**src/rtl/core/assert_macros.svh**
```systemverilog
// Assertion helpers for the RTL. Each use samples on clk and is
// disabled while rst_n is low, so the enclosing module must have both.
`ifndef ASSERT_MACROS_SVH
`define ASSERT_MACROS_SVH

`ifndef SYNTHESIS

`define ASSERT_PROP(lbl, prop, msg) \
    lbl: assert property (@(posedge clk) disable iff (!rst_n) (prop)) else $error(msg);

`define ASSERT_NEVER(lbl, prop, msg) \
    lbl: assert property (@(posedge clk) disable iff (!rst_n) !(prop)) else $error(msg);

`else

`define ASSERT_PROP(lbl, prop, msg)

`define ASSERT_NEVER(lbl, prop, msg)

`endif

`endif

```
**src/rtl/core/fadd_pkg.sv**
```systemverilog
package fadd_pkg;

    // Input width; derived result and counter widths.
    localparam int IN_WIDTH = 16;
    localparam int NUM_W    = 2 * IN_WIDTH + 1;
    localparam int DEN_W    = 2 * IN_WIDTH;
    localparam int CNT_W    = $clog2(NUM_W + 1);

    // Operand pair routed to the shared multiplier.
    typedef enum logic [2:0] {
        MUL_AD = 3'b001,
        MUL_BC = 3'b010,
        MUL_BD = 3'b100
    } mul_sel_t;

    // Operand pair routed to the shared divider.
    typedef enum logic [2:0] {
        DIV_EUCLID = 3'b001,
        DIV_NUM    = 3'b010,
        DIV_DEN    = 3'b100
    } div_src_t;

    // Commands from the controller to the datapath.
    typedef struct packed {
        logic     load;
        logic     mul_en;
        mul_sel_t mul_sel;
        logic     acc_en;
        logic     sum_en;
        logic     euc_init;
        logic     div_start;
        div_src_t div_src;
        logic     euc_step;
        logic     qnum_en;
        logic     finish;
        logic     finish_err;
    } cmd_t;

    // Status from the datapath to the controller.
    typedef struct packed {
        logic y_zero;
        logic x_zero;
        logic div_done;
    } status_t;

endpackage

```
**src/rtl/core/fadd_div.sv**
```systemverilog
module fadd_div (
    input  logic                               clk,
    input  logic                               rst_n,
    input  logic                               start,
    input  logic signed [fadd_pkg::NUM_W-1:0]  dividend,
    input  logic signed [fadd_pkg::NUM_W-1:0]  divisor,
    output logic                               done,
    output logic signed [fadd_pkg::NUM_W-1:0]  quotient,
    output logic signed [fadd_pkg::NUM_W-1:0]  remainder
);
    import fadd_pkg::*;

    logic [NUM_W-1:0] dvd_mag;
    logic [NUM_W-1:0] dvs_mag;
    logic [NUM_W-1:0] quo_reg;
    logic [NUM_W-1:0] rem_reg;
    logic [NUM_W-1:0] dvs_reg;
    logic             qneg_reg;
    logic             rneg_reg;
    logic [CNT_W-1:0] cnt_reg;
    logic             active_reg;
    logic             done_reg;
    logic [NUM_W:0]   shifted;
    logic [NUM_W:0]   diff;

    // Magnitudes of the operands; the most negative value maps to its
    // unsigned magnitude, which still fits in NUM_W bits.
    assign dvd_mag = dividend[NUM_W-1] ? (~dividend + 1'b1) : dividend;
    assign dvs_mag = divisor[NUM_W-1]  ? (~divisor + 1'b1)  : divisor;

    // One restoring step: shift in the next dividend bit and try to subtract.
    assign shifted = {rem_reg, quo_reg[NUM_W-1]};
    assign diff    = shifted - {1'b0, dvs_reg};

    // Control: a pass is NUM_W steps, followed by a one-cycle done pulse.
    always_ff @(posedge clk or negedge rst_n) begin
        if (!rst_n) begin
            active_reg <= 1'b0;
            done_reg   <= 1'b0;
            cnt_reg    <= '0;
        end
        else begin
            done_reg <= active_reg && (cnt_reg == CNT_W'(1));
            if (start) begin
                active_reg <= 1'b1;
                cnt_reg    <= CNT_W'(NUM_W);
            end
            else if (active_reg) begin
                cnt_reg <= cnt_reg - 1'b1;
                if (cnt_reg == CNT_W'(1)) begin
                    active_reg <= 1'b0;
                end
            end
        end
    end

    // Datapath of the divider.
    always_ff @(posedge clk) begin
        if (start) begin
            quo_reg  <= dvd_mag;
            rem_reg  <= '0;
            dvs_reg  <= dvs_mag;
            qneg_reg <= dividend[NUM_W-1] ^ divisor[NUM_W-1];
            rneg_reg <= dividend[NUM_W-1];
        end
        else if (active_reg) begin
            if (!diff[NUM_W]) begin
                rem_reg <= diff[NUM_W-1:0];
                quo_reg <= {quo_reg[NUM_W-2:0], 1'b1};
            end
            else begin
                rem_reg <= shifted[NUM_W-1:0];
                quo_reg <= {quo_reg[NUM_W-2:0], 1'b0};
            end
        end
    end

    // Truncating division: quotient sign is the XOR of the operand signs,
    // remainder takes the sign of the dividend.
    assign quotient  = qneg_reg ? (~quo_reg + 1'b1) : quo_reg;
    assign remainder = rneg_reg ? (~rem_reg + 1'b1) : rem_reg;
    assign done      = done_reg;

endmodule

```
**src/rtl/core/fadd_dp.sv**
```systemverilog
module fadd_dp (
    input  logic                                 clk,
    input  logic                                 rst_n,
    input  fadd_pkg::cmd_t                       cmd,
    output fadd_pkg::status_t                    status,
    input  logic signed [fadd_pkg::IN_WIDTH-1:0] num_first,
    input  logic signed [fadd_pkg::IN_WIDTH-1:0] den_first,
    input  logic signed [fadd_pkg::IN_WIDTH-1:0] num_second,
    input  logic signed [fadd_pkg::IN_WIDTH-1:0] den_second,
    output logic signed [fadd_pkg::NUM_W-1:0]    sum_num,
    output logic signed [fadd_pkg::DEN_W-1:0]    sum_den,
    output logic                                 zero_div_error,
    output logic                                 done
);
    import fadd_pkg::*;

    logic signed [IN_WIDTH-1:0] a_reg;
    logic signed [IN_WIDTH-1:0] b_reg;
    logic signed [IN_WIDTH-1:0] c_reg;
    logic signed [IN_WIDTH-1:0] d_reg;
    logic signed [IN_WIDTH-1:0] mul_a;
    logic signed [IN_WIDTH-1:0] mul_b;
    logic signed [DEN_W-1:0]    prod_reg;
    logic signed [DEN_W-1:0]    acc_reg;
    logic signed [NUM_W-1:0]    num_reg;
    logic signed [DEN_W-1:0]    den_reg;
    logic signed [NUM_W-1:0]    x_reg;
    logic signed [NUM_W-1:0]    y_reg;
    logic signed [NUM_W-1:0]    qnum_reg;
    logic signed [NUM_W-1:0]    sum_num_reg;
    logic signed [DEN_W-1:0]    sum_den_reg;
    logic                       err_reg;
    logic                       done_reg;
    logic signed [NUM_W-1:0]    div_dvd;
    logic signed [NUM_W-1:0]    div_dvs;
    logic                       div_done;
    logic signed [NUM_W-1:0]    div_q;
    logic signed [NUM_W-1:0]    div_r;

    // Operand capture when a transaction is accepted.
    always_ff @(posedge clk) begin
        if (cmd.load) begin
            a_reg <= num_first;
            b_reg <= den_first;
            c_reg <= num_second;
            d_reg <= den_second;
        end
    end

    // Shared multiplier operand selection.
    always_comb begin
        unique case (cmd.mul_sel)
            MUL_AD:  begin mul_a = a_reg; mul_b = d_reg; end
            MUL_BC:  begin mul_a = b_reg; mul_b = c_reg; end
            MUL_BD:  begin mul_a = b_reg; mul_b = d_reg; end
            default: begin mul_a = b_reg; mul_b = d_reg; end
        endcase
    end

    // Products, numerator sum, denominator, the Euclid pair and the numerator quotient.
    always_ff @(posedge clk) begin
        if (cmd.mul_en) begin
            prod_reg <= DEN_W'(mul_a) * DEN_W'(mul_b);
        end
        if (cmd.acc_en) begin
            acc_reg <= prod_reg;
        end
        if (cmd.sum_en) begin
            num_reg <= NUM_W'(acc_reg) + NUM_W'(prod_reg);
        end
        if (cmd.euc_init) begin
            den_reg <= prod_reg;
            x_reg   <= num_reg;
            y_reg   <= NUM_W'(prod_reg);
        end
        else if (cmd.euc_step) begin
            x_reg <= y_reg;
            y_reg <= div_r;
        end
        if (cmd.qnum_en) begin
            qnum_reg <= div_q;
        end
    end

    // Divider operand selection.
    always_comb begin
        unique case (cmd.div_src)
            DIV_EUCLID: begin div_dvd = x_reg;            div_dvs = y_reg; end
            DIV_NUM:    begin div_dvd = num_reg;          div_dvs = x_reg; end
            DIV_DEN:    begin div_dvd = NUM_W'(den_reg);  div_dvs = x_reg; end
            default:    begin div_dvd = x_reg;            div_dvs = y_reg; end
        endcase
    end

    fadd_div u_div (
        .clk       (clk),
        .rst_n     (rst_n),
        .start     (cmd.div_start),
        .dividend  (div_dvd),
        .divisor   (div_dvs),
        .done      (div_done),
        .quotient  (div_q),
        .remainder (div_r)
    );

    // Result registers and the one-cycle strobe.
    always_ff @(posedge clk or negedge rst_n) begin
        if (!rst_n) begin
            done_reg <= 1'b0;
        end
        else begin
            done_reg <= cmd.finish || cmd.finish_err;
        end
    end

    always_ff @(posedge clk) begin
        if (cmd.finish_err) begin
            sum_num_reg <= '0;
            sum_den_reg <= '0;
            err_reg     <= 1'b1;
        end
        else if (cmd.finish) begin
            sum_num_reg <= qnum_reg;
            sum_den_reg <= div_q[DEN_W-1:0];
            err_reg     <= 1'b0;
        end
    end

    assign status.y_zero   = (y_reg == '0);
    assign status.x_zero   = (x_reg == '0);
    assign status.div_done = div_done;

    assign sum_num        = sum_num_reg;
    assign sum_den        = sum_den_reg;
    assign zero_div_error = err_reg;
    assign done           = done_reg;

endmodule

```
**src/rtl/core/fadd_ctrl.sv**
```systemverilog
module fadd_ctrl (
    input  logic              clk,
    input  logic              rst_n,
    input  logic              start,
    output logic              busy,
    output fadd_pkg::cmd_t    cmd,
    input  fadd_pkg::status_t status
);
    import fadd_pkg::*;

    typedef enum logic [9:0] {
        ST_IDLE     = 10'b00_0000_0001,
        ST_MUL_AD   = 10'b00_0000_0010,
        ST_MUL_BC   = 10'b00_0000_0100,
        ST_MUL_BD   = 10'b00_0000_1000,
        ST_INIT     = 10'b00_0001_0000,
        ST_TEST     = 10'b00_0010_0000,
        ST_EUC_WAIT = 10'b00_0100_0000,
        ST_NUM_WAIT = 10'b00_1000_0000,
        ST_DEN_WAIT = 10'b01_0000_0000,
        ST_SPARE    = 10'b10_0000_0000
    } state_t;

    state_t state_reg;
    state_t state_next;

    always_ff @(posedge clk or negedge rst_n) begin
        if (!rst_n) begin
            state_reg <= ST_IDLE;
        end
        else begin
            state_reg <= state_next;
        end
    end

    // Three products, numerator sum, Euclid loop, two divisions or error.
    always_comb begin
        cmd        = '0;
        cmd.mul_sel = MUL_AD;
        cmd.div_src = DIV_EUCLID;
        state_next = state_reg;
        unique case (state_reg)
            ST_IDLE: begin
                if (start) begin
                    cmd.load   = 1'b1;
                    state_next = ST_MUL_AD;
                end
            end
            ST_MUL_AD: begin
                cmd.mul_en  = 1'b1;
                cmd.mul_sel = MUL_AD;
                state_next  = ST_MUL_BC;
            end
            ST_MUL_BC: begin
                cmd.mul_en  = 1'b1;
                cmd.mul_sel = MUL_BC;
                cmd.acc_en  = 1'b1;
                state_next  = ST_MUL_BD;
            end
            ST_MUL_BD: begin
                cmd.mul_en  = 1'b1;
                cmd.mul_sel = MUL_BD;
                cmd.sum_en  = 1'b1;
                state_next  = ST_INIT;
            end
            ST_INIT: begin
                cmd.euc_init = 1'b1;
                state_next   = ST_TEST;
            end
            ST_TEST: begin
                if (!status.y_zero) begin
                    cmd.div_start = 1'b1;
                    cmd.div_src   = DIV_EUCLID;
                    state_next    = ST_EUC_WAIT;
                end
                else if (status.x_zero) begin
                    cmd.finish_err = 1'b1;
                    state_next     = ST_IDLE;
                end
                else begin
                    cmd.div_start = 1'b1;
                    cmd.div_src   = DIV_NUM;
                    state_next    = ST_NUM_WAIT;
                end
            end
            ST_EUC_WAIT: begin
                if (status.div_done) begin
                    cmd.euc_step = 1'b1;
                    state_next   = ST_TEST;
                end
            end
            ST_NUM_WAIT: begin
                cmd.div_src = DIV_DEN;
                if (status.div_done) begin
                    cmd.qnum_en   = 1'b1;
                    cmd.div_start = 1'b1;
                    state_next    = ST_DEN_WAIT;
                end
            end
            ST_DEN_WAIT: begin
                if (status.div_done) begin
                    cmd.finish = 1'b1;
                    state_next = ST_IDLE;
                end
            end
            default: begin
                state_next = ST_IDLE;
            end
        endcase
    end

    assign busy = (state_reg != ST_IDLE);

endmodule

```
**src/rtl/core/fraction_add_reduce.sv**
```systemverilog
// Channel   | Ports                                              | Handshake
// ----------+----------------------------------------------------+------------------------
// input     | num_first, den_first, num_second, den_second       | start high, busy low
// result    | sum_num, sum_den, zero_div_error                   | done, one cycle
//
// A transaction runs from the accepting edge to the edge that takes the result
// through k Euclid remainder steps (up to about 45); each step is one 33-step
// pass of the shared radix-2 divider plus a handoff through the test state, and
// the final reduction takes two more passes. When numerator and denominator are
// both zero, no step runs and the error result follows without any division.
// busy stays high from acceptance until the result is issued; reset clears the
// controller and the strobe. The receiver cannot stall: done is high for exactly
// one cycle per transaction.
`include "assert_macros.svh"

module fraction_add_reduce (
    input  logic                                 clk,
    input  logic                                 rst_n,
    input  logic                                 start,
    output logic                                 busy,
    input  logic signed [fadd_pkg::IN_WIDTH-1:0] num_first,
    input  logic signed [fadd_pkg::IN_WIDTH-1:0] den_first,
    input  logic signed [fadd_pkg::IN_WIDTH-1:0] num_second,
    input  logic signed [fadd_pkg::IN_WIDTH-1:0] den_second,
    output logic                                 done,
    output logic signed [fadd_pkg::NUM_W-1:0]    sum_num,
    output logic signed [fadd_pkg::DEN_W-1:0]    sum_den,
    output logic                                 zero_div_error
);
    import fadd_pkg::*;

    cmd_t    cmd;
    status_t status;

    fadd_ctrl u_ctrl (
        .clk    (clk),
        .rst_n  (rst_n),
        .start  (start),
        .busy   (busy),
        .cmd    (cmd),
        .status (status)
    );

    fadd_dp u_dp (
        .clk            (clk),
        .rst_n          (rst_n),
        .cmd            (cmd),
        .status         (status),
        .num_first      (num_first),
        .den_first      (den_first),
        .num_second     (num_second),
        .den_second     (den_second),
        .sum_num        (sum_num),
        .sum_den        (sum_den),
        .zero_div_error (zero_div_error),
        .done           (done)
    );

    // An accepted transaction keeps the block busy in the next cycle.
    `ASSERT_PROP(a_busy_after_accept, (start && !busy) |=> busy,
                 "block not busy after accepting a transaction")

    // A result is only issued at the end of a busy period.
    `ASSERT_PROP(a_done_after_busy, done |-> $past(busy),
                 "result strobe without a transaction in flight")

    // The error result is always 0/0.
    `ASSERT_PROP(a_err_zero, (done && zero_div_error) |-> (sum_num == '0 && sum_den == '0),
                 "error result is not zero over zero")

    // A normal result is never 0/0.
    `ASSERT_NEVER(a_ok_nonzero, done && !zero_div_error && sum_num == '0 && sum_den == '0,
                  "normal result reduced to zero over zero")

endmodule
```
**config.mk**
```make
export PLATFORM = sky130hd
export DESIGN_NAME = fraction_add_reduce
export DESIGN_NICKNAME = d
export VERILOG_FILES = /design/src/rtl/core/fadd_pkg.sv /design/src/rtl/core/fadd_div.sv /design/src/rtl/core/fadd_dp.sv /design/src/rtl/core/fadd_ctrl.sv /design/src/rtl/core/fraction_add_reduce.sv
export VERILOG_INCLUDE_DIRS = /design/src /design/src/rtl/core
export SDC_FILE = /design/constraint.sdc
export NUM_CORES = 2
export LEC_CHECK = 0
export BUFFER_PORTS_ARGS = -buffer_cell sky130_fd_sc_hd__buf_2
export CAP_MARGIN = 20
export CORE_ASPECT_RATIO = 1.1
export CORE_MARGIN = 1.5
export CORE_UTILIZATION = 60
export DETAILED_ROUTE_END_ITERATION = 8
export GPL_ROUTABILITY_DRIVEN = 0
export PLACE_DENSITY = 0.82
export SKIP_LAST_GASP = 1
export SLEW_MARGIN = 20
export SYNTH_ARGS = -nofsm -noshare
export SYNTH_HDL_FRONTEND = slang
export SYNTH_SLANG_ARGS = --single-unit
```
**constraint.sdc**
```tcl
create_clock -name clk -period 18.1 [get_ports clk]
set_clock_uncertainty 0.1 [all_clocks]
set_input_delay 2.715 -clock clk [delete_from_list [all_inputs] [get_ports clk]]
set_output_delay 2.715 -clock clk [all_outputs]
set_load 0.01 [all_outputs]
```
==> impl_summary.log <==
[metrics] Synth warnings: 0
[metrics] crit path DAT: 9.81 ns
[metrics] Worst R2R Start: u_ctrl.state_reg[8]
[metrics] Avg Vias per Cell: 5.900
[metrics] crit path time final: 9.558 ns
[metrics] highest-count cells in the layout ignoring fill and taps: sky130_fd_sc_hd__nand2_1 (395), sky130_fd_sc_hd__inv_1 (386), sky130_fd_sc_hd__edfxtp_1 (360), sky130_fd_sc_hd__fa_1 (264), sky130_fd_sc_hd__nor2_1 (231)
[metrics] Synth Net Count: 3767
[metrics] clock sink count: 477
[metrics] Layout fillers: 4148
[metrics] post-detailed-route wirelength per cell: 19.23 µm
[metrics] final total negative setup slack: 0 ns
[metrics] Slew HR: 0.1770
[metrics] endpoint of the lowest-slack register-to-register path: u_dp.prod_reg[30]
[metrics] number of buffers and inverters on the critical path: 5
[metrics] critical-path maximum fanout: 35
[metrics] CP endpoint kind: flop
[metrics] post-synthesis cell type count: 79
[metrics] library cell contributing the largest single delay on the critical path: sky130_fd_sc_hd__mux2i_1
[metrics] area fraction of the dominant cell type after synthesis: 0.3191
[metrics] First-pass DRT Iterations: 5
[metrics] Post-Synthesis Mean Instance Area: 10.32 µm²
[metrics] vias after detailed routing: 24610
[metrics] adder-cell share of the synthesized area: 0.2125
[metrics] Die Footprint: 0.05789 mm²
[metrics] overall track demand over capacity in global routing: 0.2784
[metrics] final-report max-slew violation count: 0
[metrics] reported max-cap violation count: 0
[metrics] NumNets Final: 3870
[metrics] timing-limited maximum frequency: 104.6 MHz
[metrics] cell row count: 91
[metrics] fraction of synthesized area in multiplexers: 0.04750
[metrics] worst stage delay on the critical path: 0.89 ns
[metrics] clock latency on the worst-skew pair: 0.63 ns
[metrics] Most common cell on crit path: sky130_fd_sc_hd__fa_1
[metrics] commonest non-fill, non-tap cell in the layout: sky130_fd_sc_hd__nand2_1
[metrics] worst hold path class: reg -> reg
[metrics] DR DRC count: 0
[metrics] IO Port Bufs: 134
[metrics] total routed wirelength: 80240 µm
[metrics] Netlist Area Pre-Place: 0.03387 mm²
[metrics] # setup viols final: 0
[metrics] cell type group with the largest total delay on the critical path: adder cells
[metrics] grt total ovfl: 0
[metrics] remaining number of nets flagged by the antenna check after routing: 0
[metrics] initial antenna violation count: 2
[metrics] post-CTS setup buffer count: 0
[metrics] largest net degree at the start of global routing: 102
[metrics] vias in the first global route: 24350
[metrics] Core Box Area: 0.05590 mm²
[metrics] biggest area contributors in the synthesized netlist: sky130_fd_sc_hd__edfxtp_1 (32%), sky130_fd_sc_hd__fa_1 (16%), sky130_fd_sc_hd__dfxtp_1 (5.9%)
[metrics] CP endpoint: u_dp.prod_reg[30]
[metrics] r2r setup slk: 8.54 ns
[metrics] worst-case reg-to-reg path depth: 29
[metrics] cts bufs inserted: 50
[metrics] fraction of the mapped netlist area in compound gates: 0.1112
[metrics] RSZ-0062 raised after global routing: no
[metrics] clock tree root buffer cell: sky130_fd_sc_hd__clkbuf_16
[metrics] fraction of layout cells with a size suffix above 1: 0.1033
[metrics] CP startpoint kind: flop
[metrics] critical path required time: 18.35 ns
[metrics] xor-xnor portion of the synthesized cell area: 0.05636
[metrics] Final Hold Violating Endpoints: 0
[metrics] number of top-level pins: 135
[metrics] simple logic cell fraction of the synthesized area: 0.1243
[metrics] Post-synth ARST share: 0.03774
[metrics] critical hold path startpoint: u_dp.qnum_reg[1]
[metrics] flip-flop and latch count after synthesis: 477
[metrics] wire length of the first global-routing pass: 127400 µm
[metrics] sequential area share after synthesis: 0.3910
[metrics] H-Tree Level Count: 2
[metrics] CTS tree: done
[metrics] Die Y-Extent: 252.2 µm
[metrics] Period Utilization, post-route: 0.5281
[metrics] cell type with the largest total area after synthesis: sky130_fd_sc_hd__edfxtp_1
[metrics] gate count of the mapped netlist: 3283
[metrics] WS Path Type: reg -> reg
[metrics] clock tree buffer depth: 3
[metrics] Slew @ Worst Pin: 1.235 ns
[metrics] first element of the critical path: u_ctrl.state_reg[8]
[metrics] outcome: completed
[metrics] CTS hold repair buffers: 0
[metrics] number of DRC markers after the initial detailed-route iteration: 2389
[metrics] area growth from synthesis to final layout: 9.592%
[metrics] predominant post-synthesis flop cell: sky130_fd_sc_hd__edfxtp_1
[metrics] number of enable-type register cells in the synthesized netlist: 360
[metrics] Starting Density: 0.6059
[metrics] dominant combinational cell family by area after synthesis: adder cells
[metrics] Post-DP HPWL: 59960 µm
[metrics] number of gates on the worst path with buffers counted: 29
[metrics] number of cells upsized or downsized after cts: 0
[metrics] Die X: 229.6 µm
[metrics] clock slew seen by the registers of the worst setup and hold paths: 0.06 ns
Yosys cell counts (15+ instances only):
| cell type | n |
|---|---|
| sky130_fd_sc_hd__a21oi_1 | 125 |
| sky130_fd_sc_hd__nor4_1 | 20 |
| sky130_fd_sc_hd__a211oi_1 | 15 |
| sky130_fd_sc_hd__o31ai_1 | 26 |
| sky130_fd_sc_hd__nand2_1 | 395 |
| sky130_fd_sc_hd__and2_1 | 32 |
| sky130_fd_sc_hd__inv_1 | 386 |
| sky130_fd_sc_hd__xor2_1 | 90 |
| sky130_fd_sc_hd__nor3_1 | 58 |
| sky130_fd_sc_hd__nor2_1 | 235 |
| sky130_fd_sc_hd__nand2b_1 | 32 |
| sky130_fd_sc_hd__a221o_1 | 16 |
| sky130_fd_sc_hd__a21o_1 | 32 |
| sky130_fd_sc_hd__fa_1 | 264 |
| sky130_fd_sc_hd__dfxtp_1 | 99 |
| sky130_fd_sc_hd__o21a_1 | 19 |
| sky130_fd_sc_hd__dfrtp_1 | 17 |
| sky130_fd_sc_hd__a31oi_1 | 17 |
| sky130_fd_sc_hd__xnor2_1 | 128 |
| sky130_fd_sc_hd__o21ai_0 | 212 |
| sky130_fd_sc_hd__nand3_1 | 32 |
| sky130_fd_sc_hd__clkbuf_1 | 98 |
| sky130_fd_sc_hd__ha_1 | 153 |
| sky130_fd_sc_hd__mux2i_1 | 91 |
| sky130_fd_sc_hd__or3_1 | 23 |
| sky130_fd_sc_hd__edfxtp_1 | 360 |
| sky130_fd_sc_hd__or4_1 | 15 |
| sky130_fd_sc_hd__mux2_2 | 62 |
stage by stage:
stage	area, µm²	setup WS, ns	hold slack (ns)	instances	util
2_1_floorplan	33880	7.198	0.3178	3283	-
5_1_grt	37120	8.206	0.3589	4172	0.6641
3_3_place_gp	35330	9.005	0.3214	4077	0.6320
4_1_cts	37110	8.692	0.3408	4170	0.6639
3_5_place_dp	35330	8.755	0.3315	4077	0.6320
6_report	37120	8.542	0.3425	4172	0.6641
cell type report:
cell class | instances | area [µm²] | share of cell area
timing repair buffer | 169 | 930.9 | 0.02507
multi-input combinational | 2301 | 18780 | 0.5059
antenna | 1 | 2.502 | 0.00006741
tap | 744 | 930.9 | 0.02507
clock inverter | 25 | 337.8 | 0.009100
sequential | 477 | 13240 | 0.3567
inverter | 387 | 1453 | 0.03913
clock buffer | 68 | 1444 | 0.03889
worst min-delay path, cell delays in order, from the launching register on:
cell and delay, ns:
sky130_fd_sc_hd__edfxtp_1 0.33, sky130_fd_sc_hd__nand2_1 0.05, sky130_fd_sc_hd__o21ai_0 0.06
per-layer routing:
layer / track usage / up-vias / wire length (µm)
li1: - / 11460 / -
met1: 0.3478 / 11830 / 31150
met2: 0.4703 / 1048 / 38460
met3: 0.03768 / 277 / 5602
met4: 0.1524 / 0 / 5022
met5: 0 / - / 0
kinds of logic after synthesis:
kind of cell | Yosys count
simple gates | 921
compound gates | 592
buf+inv | 505
flops | 477
fa+ha+maj | 417
xor+xnor | 218
mux | 153
worst min-delay path by stage:
stage	to	slack [ns]	cells past startpoint
floorplan	u_dp.sum_num[0]	0.32	2
CTS	u_dp.sum_num[1]	0.34	2
finish	u_dp.sum_num[1]	0.34	2
detailed placement	u_dp.sum_num[26]	0.33	2
global route	u_dp.sum_num[1]	0.36	2
global placement	u_dp.sum_num[5]	0.32	2
Power is not shown: default switching activity piles up to over one toggle a cycle in this logic, so the estimate is an artifact.
